<file path="config.mk">
export PLATFORM = sky130hd
export DESIGN_NAME = rtpvp_outq
export DESIGN_NICKNAME = d
export VERILOG_FILES = /design/src/rtl/core/rtpvp_pkg.sv /design/src/rtl/core/rtpvp_outq.sv
export SDC_FILE = /design/constraint.sdc
export NUM_CORES = 1
export LEC_CHECK = 0
export ABC_AREA = 1
export ABC_CLOCK_PERIOD_IN_PS = 4210
export BUFFER_PORTS_ARGS = -buffer_cell sky130_fd_sc_hd__buf_2
export CAP_MARGIN = 20
export CORE_MARGIN = 2
export CORE_UTILIZATION = 60
export DETAILED_ROUTE_END_ITERATION = 12
export HOLD_SLACK_MARGIN = 0.03
export PLACE_DENSITY = 0.83
export SLEW_MARGIN = 20
export SYNTH_ARGS = -nofsm -noshare
export SYNTH_HDL_FRONTEND = slang
export SYNTH_SLANG_ARGS = --single-unit
</file>
<file path="constraint.sdc">
create_clock -name clk -period 4.21 [get_ports clk]
set_clock_uncertainty 0.1 [all_clocks]
set_input_delay 0.842 -clock clk [delete_from_list [all_inputs] [get_ports clk]]
set_output_delay 0.842 -clock clk [all_outputs]
set_load 0.03 [all_outputs]
</file>
<file path="src/rtl/core/rtpvp_pkg.sv">
// Shared types, constants and helper functions of the RTP video packetizer.
// Depends on nothing; the other files of the block, apart from rtpvp_ram, refer to it by scoped names.
package rtpvp_pkg;

  localparam int MAX_PAYLOAD = 1200;
  localparam int STORE_DEPTH = MAX_PAYLOAD + 4;
  localparam int CW          = $clog2(STORE_DEPTH + 1);
  localparam int AW          = $clog2(STORE_DEPTH);
  localparam int RAM_DEPTH   = 1 << AW;
  localparam int INQ_DEPTH   = 2;
  localparam int INQ_AW      = $clog2(INQ_DEPTH);
  localparam int INQ_CW      = $clog2(INQ_DEPTH + 1);
  localparam int OUTQ_DEPTH  = 4;
  localparam int OQ_AW       = $clog2(OUTQ_DEPTH);
  localparam int OQ_CW       = $clog2(OUTQ_DEPTH + 1);

  localparam logic [1:0] CODEC_H264 = 2'd0;
  localparam logic [1:0] CODEC_HEVC = 2'd1;
  localparam logic [1:0] CODEC_AV1  = 2'd2;
  localparam logic [1:0] CODEC_ALT  = 2'd3;

  localparam logic CFG_CODEC = 1'b0;
  localparam logic CFG_SSRC  = 1'b1;

  localparam logic [7:0]  RTP_VER_BYTE  = 8'h80;
  localparam logic [7:0]  RTP_PT        = 8'd96;
  localparam logic [7:0]  MARKER_BIT    = 8'h80;
  localparam logic [31:0] TS_STEP       = 32'd3000;
  localparam logic [4:0]  HDR_FIXED     = 5'd12;
  localparam logic [7:0]  FU_A_TYPE     = 8'd28;
  localparam logic [7:0]  HEVC_FU_TYPE  = 8'd49;
  localparam logic [7:0]  NRI_MASK      = 8'h60;
  localparam logic [7:0]  TYPE_MASK     = 8'h1F;
  localparam logic [7:0]  FU_START      = 8'h80;
  localparam logic [7:0]  FU_END        = 8'h40;
  localparam logic [7:0]  FU_MID        = 8'h00;
  localparam logic [7:0]  AV1_AGG_FIRST = 8'h40;
  localparam logic [7:0]  AV1_AGG_MID   = 8'hC0;
  localparam logic [7:0]  AV1_AGG_LAST  = 8'h80;
  localparam logic [7:0]  AV1_AGG_ONE   = 8'h10;
  localparam logic [7:0]  AV1_AGG_KEY   = 8'h08;

  typedef struct packed {
    logic        op;
    logic [7:0]  frame_byte;
    logic        frame_final;
    logic [31:0] frame_number;
    logic        key_frame;
  } in_word_t;

  typedef struct packed {
    logic       byte_valid;
    logic [7:0] out_data;
    logic       packet_final;
    logic       push_refused;
  } out_word_t;

  typedef enum logic {
    CMD_PUSH,
    CMD_PULL
  } cmd_kind_t;

  typedef struct packed {
    logic        valid;
    cmd_kind_t   kind;
    logic [7:0]  frame_byte;
    logic        frame_final;
    logic [31:0] frame_number;
    logic        key_frame;
  } cmd_t;

  typedef struct packed {
    logic      valid;
    out_word_t word;
  } res_t;

  typedef enum logic [2:0] {
    ACT_NONE,
    ACT_FIRST,
    ACT_MIDDLE,
    ACT_SCAN,
    ACT_SETTLE,
    ACT_TAIL_END
  } act_t;

  typedef struct packed {
    logic [1:0] len;
    logic [7:0] b0;
    logic [7:0] b1;
    logic [7:0] b2;
  } extra_t;

  function automatic extra_t fu_extra(input logic hevc, input logic [15:0] uh,
                                      input logic [7:0] se);
    extra_t     e;
    logic [7:0] h0;
    if (hevc) begin
      h0    = uh[15:8];
      e.len = 2'd3;
      e.b0  = {HEVC_FU_TYPE[6:0], 1'b0} | {7'b0, h0[0]};
      e.b1  = uh[7:0];
      e.b2  = {2'b0, h0[6:1]} | se;
    end else begin
      h0    = uh[7:0];
      e.len = 2'd2;
      e.b0  = (h0 & NRI_MASK) | FU_A_TYPE;
      e.b1  = (h0 & TYPE_MASK) | se;
      e.b2  = 8'h00;
    end
    return e;
  endfunction

  function automatic extra_t agg_extra(input logic [7:0] v);
    extra_t e;
    e.len = 2'd1;
    e.b0  = v;
    e.b1  = 8'h00;
    e.b2  = 8'h00;
    return e;
  endfunction

  function automatic logic [7:0] header_byte(input logic [4:0] step, input logic marker,
                                             input logic [15:0] seq, input logic [31:0] stamp,
                                             input logic [31:0] ssrc, input extra_t ex);
    logic [7:0] b;
    unique case (step)
      5'd0:    b = RTP_VER_BYTE;
      5'd1:    b = RTP_PT | (marker ? MARKER_BIT : 8'h00);
      5'd2:    b = seq[15:8];
      5'd3:    b = seq[7:0];
      5'd4:    b = stamp[31:24];
      5'd5:    b = stamp[23:16];
      5'd6:    b = stamp[15:8];
      5'd7:    b = stamp[7:0];
      5'd8:    b = ssrc[31:24];
      5'd9:    b = ssrc[23:16];
      5'd10:   b = ssrc[15:8];
      5'd11:   b = ssrc[7:0];
      5'd12:   b = ex.b0;
      5'd13:   b = ex.b1;
      5'd14:   b = ex.b2;
      default: b = 8'h00;
    endcase
    return b;
  endfunction

  // One step of the packet-forming loop, decided from the engine state.
  function automatic act_t classify(input logic in_frame, input logic draining,
                                    input logic frag, input logic tail,
                                    input logic [1:0] codec, input logic [CW-1:0] settled,
                                    input logic [2:0] u);
    logic [CW-1:0] lim;
    logic [CW-1:0] piece;
    act_t          a;
    lim   = (codec == CODEC_AV1) ? CW'(MAX_PAYLOAD - 1) : CW'(MAX_PAYLOAD);
    piece = (codec == CODEC_HEVC) ? CW'(MAX_PAYLOAD - 3) :
            (codec == CODEC_AV1)  ? CW'(MAX_PAYLOAD - 1) : CW'(MAX_PAYLOAD - 2);
    if (!in_frame || draining)                    a = ACT_NONE;
    else if (!frag && settled > lim)              a = ACT_FIRST;
    else if (frag && settled > piece)             a = ACT_MIDDLE;
    else if (codec != CODEC_AV1 && u >= 3'd4)     a = ACT_SCAN;
    else if (codec == CODEC_AV1 && u != 3'd0)     a = ACT_SETTLE;
    else if (tail)                                a = (u != 3'd0) ? ACT_SETTLE : ACT_TAIL_END;
    else                                          a = ACT_NONE;
    return a;
  endfunction

endpackage

</file>
<file path="src/rtl/core/rtpvp_outq.sv">
// Result queue: holds finished result words until the consumer pops them.
// Depends on rtpvp_pkg.
module rtpvp_outq (
  input  logic                         clk,
  input  logic                         rst_n,
  input  rtpvp_pkg::res_t              res,
  output logic [rtpvp_pkg::OQ_CW-1:0]  count,
  output logic                         out_empty,
  input  logic                         out_pop,
  output rtpvp_pkg::out_word_t         out_word
);

  rtpvp_pkg::out_word_t             slot_r [rtpvp_pkg::OUTQ_DEPTH];
  logic [rtpvp_pkg::OQ_AW-1:0]      wr_ptr_r, wr_ptr_nxt;
  logic [rtpvp_pkg::OQ_AW-1:0]      rd_ptr_r, rd_ptr_nxt;
  logic [rtpvp_pkg::OQ_CW-1:0]      cnt_r, cnt_nxt;
  logic                             rd_en;

  // The engine only issues a word when it has reserved a free slot.
  assign out_empty = (cnt_r == '0);
  assign rd_en     = out_pop && !out_empty;
  assign out_word  = slot_r[rd_ptr_r];
  assign count     = cnt_r;

  always_comb begin
    wr_ptr_nxt = res.valid ? wr_ptr_r + 1'b1 : wr_ptr_r;
    rd_ptr_nxt = rd_en ? rd_ptr_r + 1'b1 : rd_ptr_r;
    cnt_nxt    = cnt_r + rtpvp_pkg::OQ_CW'(res.valid) - rtpvp_pkg::OQ_CW'(rd_en);
  end

  always_ff @(posedge clk) begin
    if (!rst_n) begin
      wr_ptr_r <= '0;
      rd_ptr_r <= '0;
      cnt_r    <= '0;
    end else begin
      wr_ptr_r <= wr_ptr_nxt;
      rd_ptr_r <= rd_ptr_nxt;
      cnt_r    <= cnt_nxt;
    end
  end

  always_ff @(posedge clk) begin
    if (res.valid) begin
      slot_r[wr_ptr_r] <= res.word;
    end
  end

endmodule

</file>
; ---- After elaboration in Yosys (flattened, before gate mapping)
; Memories as Yosys holds them, arrays and structs flattened. A register that Yosys moved wholly into a read port is not among the register bits.
; Cells that the tools add are included.
[totals]
output_inout_bits = 15
inputBits = 15
n_memories = 1
register_bits = 7
mem_bits_rw = 44
[memory_table]
columns = memory, depth, width, rd, rd_clocked_by_memory_dff, wr, line_no
row1 = slot_r, 4, 11, 1, 1, 1, rtpvp_outq.sv:13  ; rtpvp_pkg::out_word_t slot_r [rtpvp_pkg::OUTQ_DEPTH];
[op_classes]
add_sub_neg = 4
mux = 4
reduce_logical = 3
[op_table]
columns = op, count
row1 = adder 2 x 1 -> 2 bit (second input constant), 2
row2 = 2-to-1 mux 2 bit, 2
row3 = adder 3 x 1 -> 3 bit, 1
row4 = zero test 3 bit, 1
row5 = subtractor 3 x 1 -> 3 bit, 1
row6 = 2-to-1 mux 1 bit, 2
row7 = logical AND 1 bit, 1
row8 = zero test 1 bit, 1

; ---- Longest topological paths before layout
[depth]
word_depth = 5
depth_mapped = 12
mapped_depth_nobuf = 12

; ---- Worst setup path after synthesis
; OpenSTA, ideal clock, no wires.
[synth_path]
kind = in2reg
start = input out_pop
end = register cnt_r (netlist bit count[2])
path_slack_ns = 2.049
path_buffers = 0
cell_stages = 9
setup_ns = 0.115
arrival_time_ns = 1.946
t_required_ns = 3.995
path_cell_list = inv_1 > nor2_1 > ha_1 > inv_1 > ha_1 > inv_1 > fa_1 > a21oi_1 > nor2_1
[synth_via]
elab_chain_cells = 2
[synth_rtl]
columns = item, line_no
row1 = from (decl), rtpvp_outq.sv:9  ; input logic out_pop,
row2 = logical AND 1 bit, rtpvp_outq.sv:21  ; assign rd_en = out_pop && !out_empty;
row3 = named net rd_en, rtpvp_outq.sv:17  ; logic rd_en;
row4 = subtractor 3 x 1 -> 3 bit, rtpvp_outq.sv:28  ; cnt_nxt = cnt_r + rtpvp_pkg::OQ_CW'(res.valid) - rtpvp_pkg::OQ_CW'(rd_en);
row5 = to (signal assigned), rtpvp_outq.sv:39  ; cnt_r <= cnt_nxt;
row6 = to (decl), rtpvp_outq.sv:16  ; logic [rtpvp_pkg::OQ_CW-1:0] cnt_r, cnt_nxt;
; The timed path passes the listed nets, and every way through them passes these cells.
; A chain may end at the register's enable or synchronous reset.

==> impl_metrics.tcl <==
set metrics [dict create \
    design_area_sq_um 2310 \
    final-hold-violation-count 0 \
    detail_route.iter0.violations 125 \
    setup_repair_after_global_routing_missed_its_margin "no" \
    dr_total_vias 1280 \
    timing.setup.tns_ns 0 \
    status "complete, no violations" \
    cts_buffers 5 \
    vias_per_cell 5.25 \
    route.detailed.wl_per_inst_um 14.4 \
    post_synth_inst_count 167 \
    ys_seq_area_share_pct 71.9 \
    maxClockFrequency_mhz 332 \
    timing.max_slew.rel_slack_pct 48.1 \
    worstPathArrival_ns 2.07 \
    number_of_global_route_vias_before_repair 1254 \
    hold_path_end "rd_ptr_r[0]" \
    post-place-ws_ns 1.60 \
    overall_die_area_sq_um 3970 \
    syn-cell-area_sq_um 2090 \
    maximum_count_of_clock_buffers_along_a_single_path 2 \
    area_growth_pct 10.8 \
    drt-total-wl_mm 3.52 \
    detailedRoute.firstPassIterationCount 4 \
    post-route-drc-count 0 \
    total_power_mw 1.28 \
    chip_height_um 63.0 \
    reg2reg_depth 12 \
    fin_crit_sh_pct 71.4 \
    worst_skew_pair_latency_ns 0.35 \
    timing.hold.worst.class "register to register" \
    cts_root_buffer "sky130_fd_sc_hd__clkbuf_4" \
    slew_viol_final 0 \
    track_usage_pct 18.9 \
    antenna_found_initial 0 \
    cts.sinks 53 \
    grt_first_pass_wirelength_mm 5.67 \
    floorplan.initialDensity_pct 62.5 \
    total_leakage_power_nw 0.908 \
    holdPathStages 2 \
    tritoncts "done" \
    num_rows 21 \
    cts.htree.levels 2 \
    ir_drop_uv 349 \
    synth-warning-count 0 \
    timing.setup.critical_path_class "register to output port" \
    setup_viol 0 \
    grt-ovfl-total 0 \
    floorplan.core_area_sq_um 3340 \
    synth.distinct_cells 18 \
    synth.net_count 189 \
    io_pins 30 \
    reg2reg_from "count[1]" \
    tightestPinTransition_ns 0.778 \
    num_antenna_cells 0 \
    r2r-end "count[2]" \
    worst_r2r_setup_slack_ns 2.17 \
    synth_seq_cells 53 \
    finalWorstSetupSlack_ns 1.20 \
    maximum_capacitance_violations 0 \
    dieWidth_um 63.0 \
    critical_path.startpoint_type "register" \
    final_common_cell "sky130_fd_sc_hd__edfxtp_1" \
    postRouteAntennaNets 0 \
    cp_max_fo 23 \
    worstSetupEndpointType "output port" \
    grt_start_max_net_pins 24 \
    mostFrequentLayoutCells "44 x sky130_fd_sc_hd__edfxtp_1, 29 x sky130_fd_sc_hd__buf_2, 28 x sky130_fd_sc_hd__nor2_1" \
    total_half_perimeter_wirelength_after_legalization_and_detailed_placement_mm 2.32 \
    place.gp.congestion 0.742 \
    hold_path.startpoint "rd_ptr_r[0]" \
    synthesis.area_per_instance_sq_um 12.5 \
    placed_cell_area_sq_um 2250 \
    nets 219 \
    pwr_density_cell_nw_per_um2 552 \
    crit_required_ns 3.27 \
    post_cts.resized_instances 0 \
    clkSlewWorstSetupHoldPaths_ns 0.15 \
    post_cts_setup_buffer_count 0 \
    buffer_ports.inserted 29 \
    final_layout_size_suffix_gt1_share_pct 21.7 \
    period_minus_slack_ns 3.01 \
    ctsHoldBuffers 0 \
]
==> logic make-up (layout without fill, tap and decap cells) <==
family / Yosys count / in the layout / synth area share (%)
AOI/OAI and AO/OA: 40 / 40 / 10.3
adders and majority gates: 7 / 7 / 4.56
buffers and inverters: 24 / 55 / 5.16
DFF: 53 / 53 / 71.9
and+or+nand+nor: 43 / 43 / 8.09
==> per-stage QoR <==
| stage | cells | utilization, % | hold WS [ns] |
|---|---|---|---|
| final | 244 | 69.3 | 0.413 |
| after global routing | 244 | 69.3 | 0.430 |
| after CTS | 244 | 69.3 | 0.417 |
| after detailed placement | 236 | 67.4 | 0.385 |
| after global placement | 236 | 67.4 | 0.363 |
| after floorplan | 167 | - | 0.348 |
==> how the worst max path moves through the flow <==
stage	cells after the start	end
after floorplan	9	count[2]
after global placement	4	out_word[10]
after detailed placement	4	out_word[10]
after CTS	4	out_word[10]
after global routing	4	out_word[10]
final	4	out_word[0]
==> final cells by class <==
class | count | area, sq um
flip-flops and latches | 53 | 1500
fillers | 255 | 1020
multi-input cells | 90 | 478
repair buffers | 29 | 145
inverters | 18 | 67.6
well taps | 46 | 57.6
clock buffers | 5 | 37.5
clock inverters | 3 | 25.0
==> sequential cells by signal (all words and copies together), names as in the netlist, named ones only <==
| name | cells |
|---|---|
| wr_ptr_r | 2 |
| slot_r | 44 |
| rd_ptr_r | 2 |
| count | 3 |
==> power breakdown <==
group / internal (mW) / switching (mW) / total, mW
Sequential: 0.610 / 0.0446 / 0.654
Combinational: 0.119 / 0.279 / 0.397
Clock: 0.0685 / 0.155 / 0.224
Total: 0.797 / 0.479 / 1.28
==> critical path, cell delays in order, from the launching register on <==
cell                      delay [ns]
sky130_fd_sc_hd__dfxtp_1        0.86
sky130_fd_sc_hd__inv_2          0.34
sky130_fd_sc_hd__o21ai_0        0.24
sky130_fd_sc_hd__o22ai_1        0.09
sky130_fd_sc_hd__buf_2          0.18
==> cells in the mapped netlist <==
library cell / instances / area, sq um
sky130_fd_sc_hd__nor2_2: 1 / 6.26
sky130_fd_sc_hd__fa_1: 1 / 20.0
sky130_fd_sc_hd__ha_1: 6 / 75.1
sky130_fd_sc_hd__o21ai_0: 4 / 20.0
sky130_fd_sc_hd__edfxtp_1: 44 / 1320
sky130_fd_sc_hd__o21ai_1: 20 / 100
sky130_fd_sc_hd__o22ai_1: 11 / 68.8
sky130_fd_sc_hd__buf_2: 2 / 10.0
sky130_fd_sc_hd__clkinv_1: 2 / 7.51
sky130_fd_sc_hd__buf_4: 4 / 30.0
sky130_fd_sc_hd__a21oi_1: 5 / 25.0
sky130_fd_sc_hd__inv_1: 12 / 45.0
sky130_fd_sc_hd__inv_2: 4 / 15.0
sky130_fd_sc_hd__nand3_1: 2 / 10.0
sky130_fd_sc_hd__nand2_2: 1 / 6.26
sky130_fd_sc_hd__nor2_1: 28 / 105
sky130_fd_sc_hd__nand2_1: 11 / 41.3
sky130_fd_sc_hd__dfxtp_1: 9 / 180
==> per-layer routing <==
metal,GRT usage (%),vias up,share of wire [%]
met4,8.89,0,0.43
met3,6.31,2,5.4
met1,22.8,599,42
li1,-,644,-
met5,0,-,0
met2,30.7,35,53
No activity file was read; power rests on OpenSTA's default activity.
