===== src/rtl/core/rtpvp_pkg.sv =====
// Shared types, constants and helper functions of the RTP video packetizer.
// Depends on nothing; the other files of the block, apart from rtpvp_ram, refer to it by scoped names.
package rtpvp_pkg;

  localparam int MAX_PAYLOAD = 1200;
  localparam int STORE_DEPTH = MAX_PAYLOAD + 4;
  localparam int CW          = $clog2(STORE_DEPTH + 1);
  localparam int AW          = $clog2(STORE_DEPTH);
  localparam int RAM_DEPTH   = 1 << AW;
  localparam int INQ_DEPTH   = 2;
  localparam int INQ_AW      = $clog2(INQ_DEPTH);
  localparam int INQ_CW      = $clog2(INQ_DEPTH + 1);
  localparam int OUTQ_DEPTH  = 4;
  localparam int OQ_AW       = $clog2(OUTQ_DEPTH);
  localparam int OQ_CW       = $clog2(OUTQ_DEPTH + 1);

  localparam logic [1:0] CODEC_H264 = 2'd0;
  localparam logic [1:0] CODEC_HEVC = 2'd1;
  localparam logic [1:0] CODEC_AV1  = 2'd2;
  localparam logic [1:0] CODEC_ALT  = 2'd3;

  localparam logic CFG_CODEC = 1'b0;
  localparam logic CFG_SSRC  = 1'b1;

  localparam logic [7:0]  RTP_VER_BYTE  = 8'h80;
  localparam logic [7:0]  RTP_PT        = 8'd96;
  localparam logic [7:0]  MARKER_BIT    = 8'h80;
  localparam logic [31:0] TS_STEP       = 32'd3000;
  localparam logic [4:0]  HDR_FIXED     = 5'd12;
  localparam logic [7:0]  FU_A_TYPE     = 8'd28;
  localparam logic [7:0]  HEVC_FU_TYPE  = 8'd49;
  localparam logic [7:0]  NRI_MASK      = 8'h60;
  localparam logic [7:0]  TYPE_MASK     = 8'h1F;
  localparam logic [7:0]  FU_START      = 8'h80;
  localparam logic [7:0]  FU_END        = 8'h40;
  localparam logic [7:0]  FU_MID        = 8'h00;
  localparam logic [7:0]  AV1_AGG_FIRST = 8'h40;
  localparam logic [7:0]  AV1_AGG_MID   = 8'hC0;
  localparam logic [7:0]  AV1_AGG_LAST  = 8'h80;
  localparam logic [7:0]  AV1_AGG_ONE   = 8'h10;
  localparam logic [7:0]  AV1_AGG_KEY   = 8'h08;

  typedef struct packed {
    logic        op;
    logic [7:0]  frame_byte;
    logic        frame_final;
    logic [31:0] frame_number;
    logic        key_frame;
  } in_word_t;

  typedef struct packed {
    logic       byte_valid;
    logic [7:0] out_data;
    logic       packet_final;
    logic       push_refused;
  } out_word_t;

  typedef enum logic {
    CMD_PUSH,
    CMD_PULL
  } cmd_kind_t;

  typedef struct packed {
    logic        valid;
    cmd_kind_t   kind;
    logic [7:0]  frame_byte;
    logic        frame_final;
    logic [31:0] frame_number;
    logic        key_frame;
  } cmd_t;

  typedef struct packed {
    logic      valid;
    out_word_t word;
  } res_t;

  typedef enum logic [2:0] {
    ACT_NONE,
    ACT_FIRST,
    ACT_MIDDLE,
    ACT_SCAN,
    ACT_SETTLE,
    ACT_TAIL_END
  } act_t;

  typedef struct packed {
    logic [1:0] len;
    logic [7:0] b0;
    logic [7:0] b1;
    logic [7:0] b2;
  } extra_t;

  function automatic extra_t fu_extra(input logic hevc, input logic [15:0] uh,
                                      input logic [7:0] se);
    extra_t     e;
    logic [7:0] h0;
    if (hevc) begin
      h0    = uh[15:8];
      e.len = 2'd3;
      e.b0  = {HEVC_FU_TYPE[6:0], 1'b0} | {7'b0, h0[0]};
      e.b1  = uh[7:0];
      e.b2  = {2'b0, h0[6:1]} | se;
    end else begin
      h0    = uh[7:0];
      e.len = 2'd2;
      e.b0  = (h0 & NRI_MASK) | FU_A_TYPE;
      e.b1  = (h0 & TYPE_MASK) | se;
      e.b2  = 8'h00;
    end
    return e;
  endfunction

  function automatic extra_t agg_extra(input logic [7:0] v);
    extra_t e;
    e.len = 2'd1;
    e.b0  = v;
    e.b1  = 8'h00;
    e.b2  = 8'h00;
    return e;
  endfunction

  function automatic logic [7:0] header_byte(input logic [4:0] step, input logic marker,
                                             input logic [15:0] seq, input logic [31:0] stamp,
                                             input logic [31:0] ssrc, input extra_t ex);
    logic [7:0] b;
    unique case (step)
      5'd0:    b = RTP_VER_BYTE;
      5'd1:    b = RTP_PT | (marker ? MARKER_BIT : 8'h00);
      5'd2:    b = seq[15:8];
      5'd3:    b = seq[7:0];
      5'd4:    b = stamp[31:24];
      5'd5:    b = stamp[23:16];
      5'd6:    b = stamp[15:8];
      5'd7:    b = stamp[7:0];
      5'd8:    b = ssrc[31:24];
      5'd9:    b = ssrc[23:16];
      5'd10:   b = ssrc[15:8];
      5'd11:   b = ssrc[7:0];
      5'd12:   b = ex.b0;
      5'd13:   b = ex.b1;
      5'd14:   b = ex.b2;
      default: b = 8'h00;
    endcase
    return b;
  endfunction

  // One step of the packet-forming loop, decided from the engine state.
  function automatic act_t classify(input logic in_frame, input logic draining,
                                    input logic frag, input logic tail,
                                    input logic [1:0] codec, input logic [CW-1:0] settled,
                                    input logic [2:0] u);
    logic [CW-1:0] lim;
    logic [CW-1:0] piece;
    act_t          a;
    lim   = (codec == CODEC_AV1) ? CW'(MAX_PAYLOAD - 1) : CW'(MAX_PAYLOAD);
    piece = (codec == CODEC_HEVC) ? CW'(MAX_PAYLOAD - 3) :
            (codec == CODEC_AV1)  ? CW'(MAX_PAYLOAD - 1) : CW'(MAX_PAYLOAD - 2);
    if (!in_frame || draining)                    a = ACT_NONE;
    else if (!frag && settled > lim)              a = ACT_FIRST;
    else if (frag && settled > piece)             a = ACT_MIDDLE;
    else if (codec != CODEC_AV1 && u >= 3'd4)     a = ACT_SCAN;
    else if (codec == CODEC_AV1 && u != 3'd0)     a = ACT_SETTLE;
    else if (tail)                                a = (u != 3'd0) ? ACT_SETTLE : ACT_TAIL_END;
    else                                          a = ACT_NONE;
    return a;
  endfunction

endpackage


===== src/rtl/core/rtpvp_front.sv =====
// Front end: a two-word input queue that classifies each word as a push or a pull.
// Depends on rtpvp_pkg.
module rtpvp_front (
  input  logic                clk,
  input  logic                rst_n,
  input  logic                in_push,
  output logic                in_full,
  input  rtpvp_pkg::in_word_t in_word,
  output rtpvp_pkg::cmd_t     cmd,
  input  logic                cmd_pop
);

  rtpvp_pkg::in_word_t                 slot_r [rtpvp_pkg::INQ_DEPTH];
  logic [rtpvp_pkg::INQ_AW-1:0]        wr_ptr_r, wr_ptr_nxt;
  logic [rtpvp_pkg::INQ_AW-1:0]        rd_ptr_r, rd_ptr_nxt;
  logic [rtpvp_pkg::INQ_CW-1:0]        cnt_r, cnt_nxt;
  logic                                wr_en, rd_en;
  rtpvp_pkg::in_word_t                 head;

  assign in_full = (cnt_r == rtpvp_pkg::INQ_CW'(rtpvp_pkg::INQ_DEPTH));
  assign wr_en   = in_push && !in_full;
  assign rd_en   = cmd_pop && (cnt_r != '0);
  assign head    = slot_r[rd_ptr_r];

  always_comb begin
    cmd.valid        = (cnt_r != '0);
    cmd.kind         = head.op ? rtpvp_pkg::CMD_PULL : rtpvp_pkg::CMD_PUSH;
    cmd.frame_byte   = head.frame_byte;
    cmd.frame_final  = head.frame_final;
    cmd.frame_number = head.frame_number;
    cmd.key_frame    = head.key_frame;
  end

  always_comb begin
    wr_ptr_nxt = wr_en ? wr_ptr_r + 1'b1 : wr_ptr_r;
    rd_ptr_nxt = rd_en ? rd_ptr_r + 1'b1 : rd_ptr_r;
    cnt_nxt    = cnt_r + rtpvp_pkg::INQ_CW'(wr_en) - rtpvp_pkg::INQ_CW'(rd_en);
  end

  always_ff @(posedge clk) begin
    if (!rst_n) begin
      wr_ptr_r <= '0;
      rd_ptr_r <= '0;
      cnt_r    <= '0;
    end else begin
      wr_ptr_r <= wr_ptr_nxt;
      rd_ptr_r <= rd_ptr_nxt;
      cnt_r    <= cnt_nxt;
    end
  end

  always_ff @(posedge clk) begin
    if (wr_en) begin
      slot_r[wr_ptr_r] <= in_word;
    end
  end

endmodule


===== config.mk =====
export PLATFORM = sky130hd
export DESIGN_NAME = rtpvp_front
export DESIGN_NICKNAME = d
export VERILOG_FILES = /design/src/rtl/core/rtpvp_pkg.sv /design/src/rtl/core/rtpvp_front.sv
export SDC_FILE = /design/constraint.sdc
export NUM_CORES = 1
export LEC_CHECK = 0
export BUFFER_PORTS_ARGS = -buffer_cell sky130_fd_sc_hd__clkbuf_2
export CAP_MARGIN = 20
export CORE_MARGIN = 4
export CORE_UTILIZATION = 56
export CTS_BUF_LIST = sky130_fd_sc_hd__clkbuf_16
export DETAILED_ROUTE_END_ITERATION = 6
export PLACE_DENSITY_LB_ADDON = 0.05
export SYNTH_ARGS = -nofsm -noshare
export SYNTH_HDL_FRONTEND = slang
export SYNTH_SLANG_ARGS = --single-unit

===== constraint.sdc =====
create_clock -name clk -period 4.62 [get_ports clk]
set_clock_uncertainty 0.05 [all_clocks]
set_input_delay 0 -clock clk [delete_from_list [all_inputs] [get_ports clk]]
set_output_delay 0 -clock clk [all_outputs]
set_load 0.02 [all_outputs]

== Word level (Yosys, flattened, before mapping) ==
Memories as Yosys holds them, arrays and structs flattened. A register that Yosys moved wholly into a read port is not among the register bits.
Cells that the tools add are included.

* Register bits: 4
* Bits in writable memories: 86
* Word-level logic and storage cells: 18
* Memories kept: 1

{| class="wikitable"
|+ Memories
! memory !! depth !! bits a word !! read ports !! clocked after memory_dff !! write ports !! RTL line !! source
|-
| slot_r || 2 || 43 || 1 || 1 || 1 || rtpvp_front.sv:13 || <nowiki>rtpvp_pkg::in_word_t slot_r [rtpvp_pkg::INQ_DEPTH];</nowiki>
|}

* Add/subtract/negate cells: 4
* Equal/unequal tests: 1
* Muxes and demuxes: 5
* Reductions and logical operators: 4

{| class="wikitable"
|+ Operators with widths
! kind !! count
|-
| 2-to-1 mux 1 bit || 5
|-
| adder 1 bit, second input constant || 2
|-
| adder 2 x 1 -> 2 bit || 1
|-
| == test 2 bit, second input constant || 1
|-
| logical AND 1 bit || 2
|-
| nonzero test 2 bit || 1
|-
| subtractor 2 x 1 -> 2 bit || 1
|-
| logical NOT 1 bit || 1
|}

== Logic depth before layout (Yosys ltp) ==
Gate-level depths: netlist of run 1.

* Word-level depth: 5
* Gate-level depth with buffers: 8
* Mapped depth without buffers: 8

== Worst setup path after synthesis of run 1 ==
Ideal clock, no wire load.

* Kind: reg2reg
* Start: register cnt_r[0] in the netlist's numbering
* End: memory slot_r[0][0] in the netlist's numbering, enable pin
* Data arrival time: 2.390 ns
* Required time: 4.127 ns
* Path slack: 1.737 ns
* Cell stages (with the launch flop): 4
* Period minus slack after synthesis: 2.883 ns
* Cells stage by stage: dfxtp_1 -> nand2b_1 -> nand2_1 -> nor2_1

* Cells in the longest elaborated chain, start to end: 5

{| class="wikitable"
|+ Ends and longest elaborated chain
! what !! RTL line !! source
|-
| from (decl) || rtpvp_front.sv:16 || <nowiki>logic [rtpvp_pkg::INQ_CW-1:0] cnt_r, cnt_nxt;</nowiki>
|-
| from (signal assigned) || rtpvp_front.sv:48 || <nowiki>cnt_r <= cnt_nxt;</nowiki>
|-
| == test 2 bit || rtpvp_front.sv:20 || <nowiki>assign in_full = (cnt_r == rtpvp_pkg::INQ_CW'(rtpvp_pkg::INQ_DEPTH));</nowiki>
|-
| logical NOT 1 bit || rtpvp_front.sv:21 || <nowiki>assign wr_en = in_push && !in_full;</nowiki>
|-
| logical AND 1 bit || rtpvp_front.sv:21 ||
|-
| 2-to-1 mux 1 bit || rtpvp_front.sv:53 || <nowiki>if (wr_en) begin</nowiki>
|-
| 2-to-1 mux 1 bit (not written as such) || rtpvp_front.sv:54 || <nowiki>slot_r[wr_ptr_r] <= in_word;</nowiki>
|-
| to (decl) || rtpvp_front.sv:13 ||
|}

Every way passes these cells.

==> impl_metrics.tcl, run 1 <==
set metrics [dict create \
    status "completed" \
    powerDensity_nw_per_um2 564 \
    leakagePower_nw 1.96 \
    fin_crit_sh 0.436 \
    clock_sinks 91 \
    clk_latency_ns 0.33 \
    slew_headroom 0.346 \
    root_buffer "clkbuf_16" \
    synth_top_family_by_area "multiplexers" \
    whs_endpoint "rd_ptr_r" \
    grt-busiest-layer "met2" \
    fmax_mhz 497 \
    firstDrtPassIters 4 \
    vias 1830 \
    min_from "cmd_pop" \
    reg2reg_depth 2 \
    synthSimpleGateAreaFrac 0.0184 \
    synth_compound_area_frac 0.00212 \
    clkTransAtPathRegs_ns 0.06 \
    nNetsFinal 354 \
    end_kind "output port" \
    whs_path_depth 4 \
    drc 0 \
    post_cts_resized 0 \
    tns_ns 0 \
    tightest_slew_ns 0.981 \
    crit_fanout 37 \
    start_util 0.588 \
    min_period_ns 2.01 \
    met2_usage 0.316 \
    yosysUniqueCellTypes 19 \
    finalSetupViolCount 0 \
    cts_max_level 3 \
    port_buffers 91 \
    die_width_um 87.6 \
    max_cap_viol_count 0 \
    cts_max_path_buffers 2 \
    ys_seq_area_frac 0.757 \
    drv_slew 0 \
    synth_fa_ha_area_frac 0.00706 \
    rrSetupSlack_ns 2.80 \
    synthToLayoutAreaGrowth_pct 35.1 \
    setup.worst_path.class "reg -> out" \
    globalplace.congestion 0.695 \
    grt_pass1_vias 2046 \
    rsz0062_at_grt "no" \
    synth-xor-area-share 0.00494 \
    track_usage 0.168 \
    cts_buffers 9 \
    yosys_register_bits 91 \
    use_met1 0.176 \
    grt_max_degree 44 \
    vias_per_cell 4.75 \
    antenna_found_initial 0 \
    overflow 0 \
    dpl.cell_count 324 \
    hold_class "in -> reg" \
    ir_drop_uv 378 \
    netlist_instances 161 \
    fin_cells 385 \
    coreArea_um2 6030 \
    r2r_end "slot_r[1][24]" \
    syn-cell-area_um2 3540 \
    fp.dieArea_um2 7670 \
    yosysWarnings 0 \
    grtUsageMet3 0.0452 \
    wl_per_cell_um 15.3 \
    rows 28 \
    final_hold_viol_count 0 \
    grt_pass1_wl_mm 9.43 \
    ant_nets 0 \
    ios 92 \
    wl_mm 5.88 \
    rr_startpoint "cnt_r[0]" \
    drive_above_1_share 0.494 \
    synthMuxAreaShare 0.182 \
    start_kind "flop" \
    synth_area_per_cell_um2 22.0 \
    dieHeight_um 87.6 \
    dp_hpwl_mm 3.43 \
    critPathRequiredTime_ns 4.57 \
    antennaDiodeCount 0 \
    syn-num-nets 210 \
    drtIter0Drc 42 \
    arrival_ns 1.96 \
    cts_tree "built" \
]
[metal layers]
metal / routed length (µm) / part of all wire
met5: 0 / 0
met4: 60 / 0.010
met3: 342 / 0.058
met2: 3300 / 0.56
met1: 2170 / 0.37
[through the flow]
stage	hold WS (ns)	setup WS (ns)	instance area, µm²	utilization	total power [mW]
after floorplan	0.0489	1.74	3540	-	1.78
after global placement	0.140	2.79	4030	0.668	1.94
after detailed placement	0.142	2.76	4030	0.668	1.95
after CTS	0.0533	2.57	4790	0.795	2.72
after global routing	0.133	2.51	4790	0.795	2.84
final	0.0740	2.61	4790	0.795	2.70
[worst max-delay path, stage by stage, from the launching register on]
cell and delay (ns):
dfxtp_2 0.46, buf_4 0.58, mux2_2 0.42, clkbuf_2 0.16
[flip-flops by register name, indices dropped and copies added (netlist names), named ones only]
| register | count |
|---|---|
| cnt_r | 2 |
| rd_ptr_r | 1 |
| slot_r | 86 |
| wr_ptr_r | 1 |
[placed cells by master, fill, tap and decap left out, drive strengths merged]
cell	synthesis	layout
edfxtp	86	86
or2	1	1
o21a	1	1
and3	1	1
xnor2	1	1
clkbuf	0	100
mux2	43	43
mux2i	1	1
dfxtp	5	5
nand2	2	2
buf	5	2
xor2	1	1
ha	2	2
and2	2	2
dlygate4sd3	0	45
nor2	4	4
nor3	1	1
clkinvlp	0	2
bufinv	0	2
nand2b	2	2
inv	3	6
[report_power, final]
group | internal [mW] | total, mW | switching (mW) | leakage [nW]
logic | 0.387 | 0.846 | 0.459 | 0.963
registers | 1.07 | 1.12 | 0.0494 | 0.845
clock network | 0.467 | 0.740 | 0.272 | 0.155
[how the worst max path moves through the flow]
stage          slack, ns             to  startpoint  depth (start not counted)
2_1_floorplan       1.74   slot_r[0][0]    cnt_r[0]                          3
3_3_place_gp        2.79  slot_r[1][38]    cnt_r[0]                          2
3_5_place_dp        2.76  slot_r[1][38]    cnt_r[0]                          2
4_1_cts             2.57        cmd[30]        flop                          3
5_1_grt             2.51        cmd[30]        flop                          3
6_report            2.61        cmd[30]        flop                          3
[cell type report]
type                            count  area, µm²
Sequential cell                    91       2680
Fill cell                         339       1240
Timing Repair Buffer              138        921
Multi-Input combinational cell     62        768
Clock buffer                        9        225
Tap cell                           75       93.8
Clock inverter                      7       86.3
Inverter                            3       11.3
[cell usage after synthesis, drive strengths merged]
cell    instances  area [µm²]
and2            2        12.5
and3            1        6.26
buf             5        91.3
dfxtp           5         100
edfxtp         86        2580
ha              2        25.0
inv             3        11.3
mux2           43         634
mux2i           1        10.0
nand2           2        7.51
nand2b          2        12.5
nor2            4        15.0
nor3            1        5.00
o21a            1        7.51
or2             1        6.26
xnor2           1        8.76
xor2            1        8.76
[logic make-up (layout without fill, tap and decap cells)]
logic type / after synthesis / after routing
buf+inv: 8 / 157
simple gates: 13 / 13
flops: 91 / 91
mux: 44 / 44
fa+ha+maj: 2 / 2
compound gates: 1 / 1
xor+xnor: 2 / 2
[what timing repair did]
action,in CTS,in global routing
hold endpoints to repair,91,0
hold buffers,45,0
setup buffers,0,0
No activity file was read; power rests on OpenSTA's default activity.
==> inputs of run 2 (changes only) <==
Settings changed: CORE_UTILIZATION 56 to 47.
Clock period 4.62 ns to 1.85 ns, I/O delays scaled along.
==> run 2 against run 1 <==
Critical endpoint is now cnt_r[1]. Clock power up 130%. Critical path type is now reg -> reg. Global-route usage down 3.2 points. Register-to-register slack worse by 2.7 ns. Highest routed layer unchanged.
==> impl_metrics.tcl, run 2 (synthesis results as in run 1) <==
set metrics [dict create \
    final_cell_mix "clkbuf_2, edfxtp_1, dlygate4sd3_1, mux2_4, clkbuf_16" \
    start_kind "flop" \
    cpPeakStageDelay_ns 0.36 \
    finalSetupViolCount 0 \
    drv_slew 0 \
    layout_commonest_cell "clkbuf_2" \
    clk_latency_ns 0.32 \
    wl_per_cell_um 13.9 \
    whs_path_depth 3 \
    vias 1871 \
    nNetsFinal 357 \
    end_kind "flop" \
    overflow 0 \
    port_buffers 91 \
    rows 31 \
    drtIter0Drc 81 \
    fmax_mhz 580 \
    slew_headroom 0.775 \
    antennaDiodeCount 0 \
    critical_path_buf_inv_count 1 \
    vias_per_cell 4.54 \
    critical_path.cell_chain "nand2b_1, nand2_1, ha_1, inv_1, ha_1, xor2_1, and2_1, nor3_1" \
    ios 92 \
    leakagePower_nw 1.97 \
    antenna_found_initial 0 \
    critical_path.slowest_cell "dfxtp_1" \
    cp_common_cell "ha_1" \
    grt_max_degree 28 \
    hold_class "in -> reg" \
    min_from "in_push" \
    root_buffer "clkbuf_16" \
    dpl.cell_count 352 \
    crit_fanout 4 \
    rr_startpoint "cnt_r[0]" \
    rsz0062_at_grt "no" \
    coreArea_um2 7290 \
    ant_nets 0 \
    hold_buffers 44 \
    fp.dieArea_um2 9000 \
    cts_max_level 3 \
    dieHeight_um 94.8 \
    cts_max_path_buffers 2 \
    clkTransAtPathRegs_ns 0.06 \
    max_cap_viol_count 0 \
    final_hold_viol_count 0 \
    cts_tree "built" \
    grt_pass1_wl_mm 9.05 \
    largest_registers "slot_r (86), cnt_r (2)" \
    post-route-util 0.664 \
    finalPower_mw 6.65 \
    arrival_ns 1.92 \
    tns_ns 0 \
    rrSetupSlack_ns 0.13 \
    status "completed" \
    path_delay_family "simple AND/OR/NAND/NOR gates" \
    clock_sinks 91 \
    drive_above_1_share 0.502 \
    min_period_ns 1.72 \
    globalplace.congestion 0.745 \
    grt_pass1_vias 1922 \
    dp_hpwl_mm 3.64 \
    postCtsSetupRepairBufs 0 \
    critPathRequiredTime_ns 2.05 \
    fin_crit_sh 0.932 \
    fin_cells 412 \
    whs_endpoint "wr_ptr_r" \
    r2r_end "cnt_r[1]" \
    largest_reg_flops 86 \
    track_usage 0.136 \
    ir_drop_uv 746 \
    post_cts_resized 0 \
    drc 0 \
    top_register "slot_r" \
    firstDrtPassIters 3 \
    synthToLayoutAreaGrowth_pct 36.5 \
    start_util 0.486 \
    wl_mm 5.74 \
    cts_buffers 9 \
    powerDensity_nw_per_um2 1370 \
    tightest_slew_ns 0.337 \
    reg2reg_depth 8 \
    die_width_um 94.8 \
    setup.worst_path.class "reg -> reg" \
]
[run 2: cell types whose count changed in the layout (fill, tap and decap cells not counted)]
cell,previous run,this run
clkinv_1,0,1
buf_12,0,2
buf_4,2,4
bufinv_16,2,1
dlygate4sd3_1,45,44
inv_1,6,5
clkinv_2,0,1
[run 2: routing by layer]
layer	vias to the layer above	share of wire	global-route usage
met4	0	0.013	0.0685
li1	914	-	-
met3	7	0.045	0.0255
met2	46	0.53	0.236
met5	-	0	0
met1	904	0.41	0.161
[run 2: cell type report]
cell class / instances / area, µm²
clock buffers: 9 / 225
multi-input cells: 62 / 768
clock inverters: 7 / 61.3
fillers: 554 / 2450
flip-flops and latches: 91 / 2680
inverters: 3 / 11.3
well taps: 99 / 124
repair buffers: 141 / 966
[run 2: worst max path at each step]
| stage | cells after the start | startpoint | endpoint |
|---|---|---|---|
| finish | 8 | cnt_r[0] | cnt_r[1] |
| global route | 8 | cnt_r[0] | cnt_r[1] |
| CTS | 8 | cnt_r[0] | cnt_r[1] |
| detailed placement | 8 | cnt_r[0] | cnt_r[1] |
| global placement | 8 | cnt_r[0] | cnt_r[1] |
| floorplan | 3 | cnt_r[0] | slot_r[0][0] |
[run 2: tightest hold or removal path, cell delays in order]
cell	delay, ns
clkbuf_2	0.09
nand2_1	0.16
mux2i_1	0.10
[run 2: stage by stage]
stage | setup WS (ns) | instance area, µm² | hold slack, ns
after floorplan | 0.140 | 3550 | 0.0489
after global placement | 0.185 | 4110 | 0.139
after detailed placement | 0.145 | 4110 | 0.143
after CTS | 0.128 | 4840 | 0.0201
after global routing | 0.0104 | 4840 | 0.0427
final | 0.126 | 4840 | 0.0303
[run 2: power breakdown]
part / internal (mW) / switching [mW] / leakage, nW
clock network: 1.03 / 0.674 / 0.141
logic: 1.02 / 1.17 / 0.987
registers: 2.66 / 0.0977 / 0.845
total: 4.71 / 1.95 / 1.97
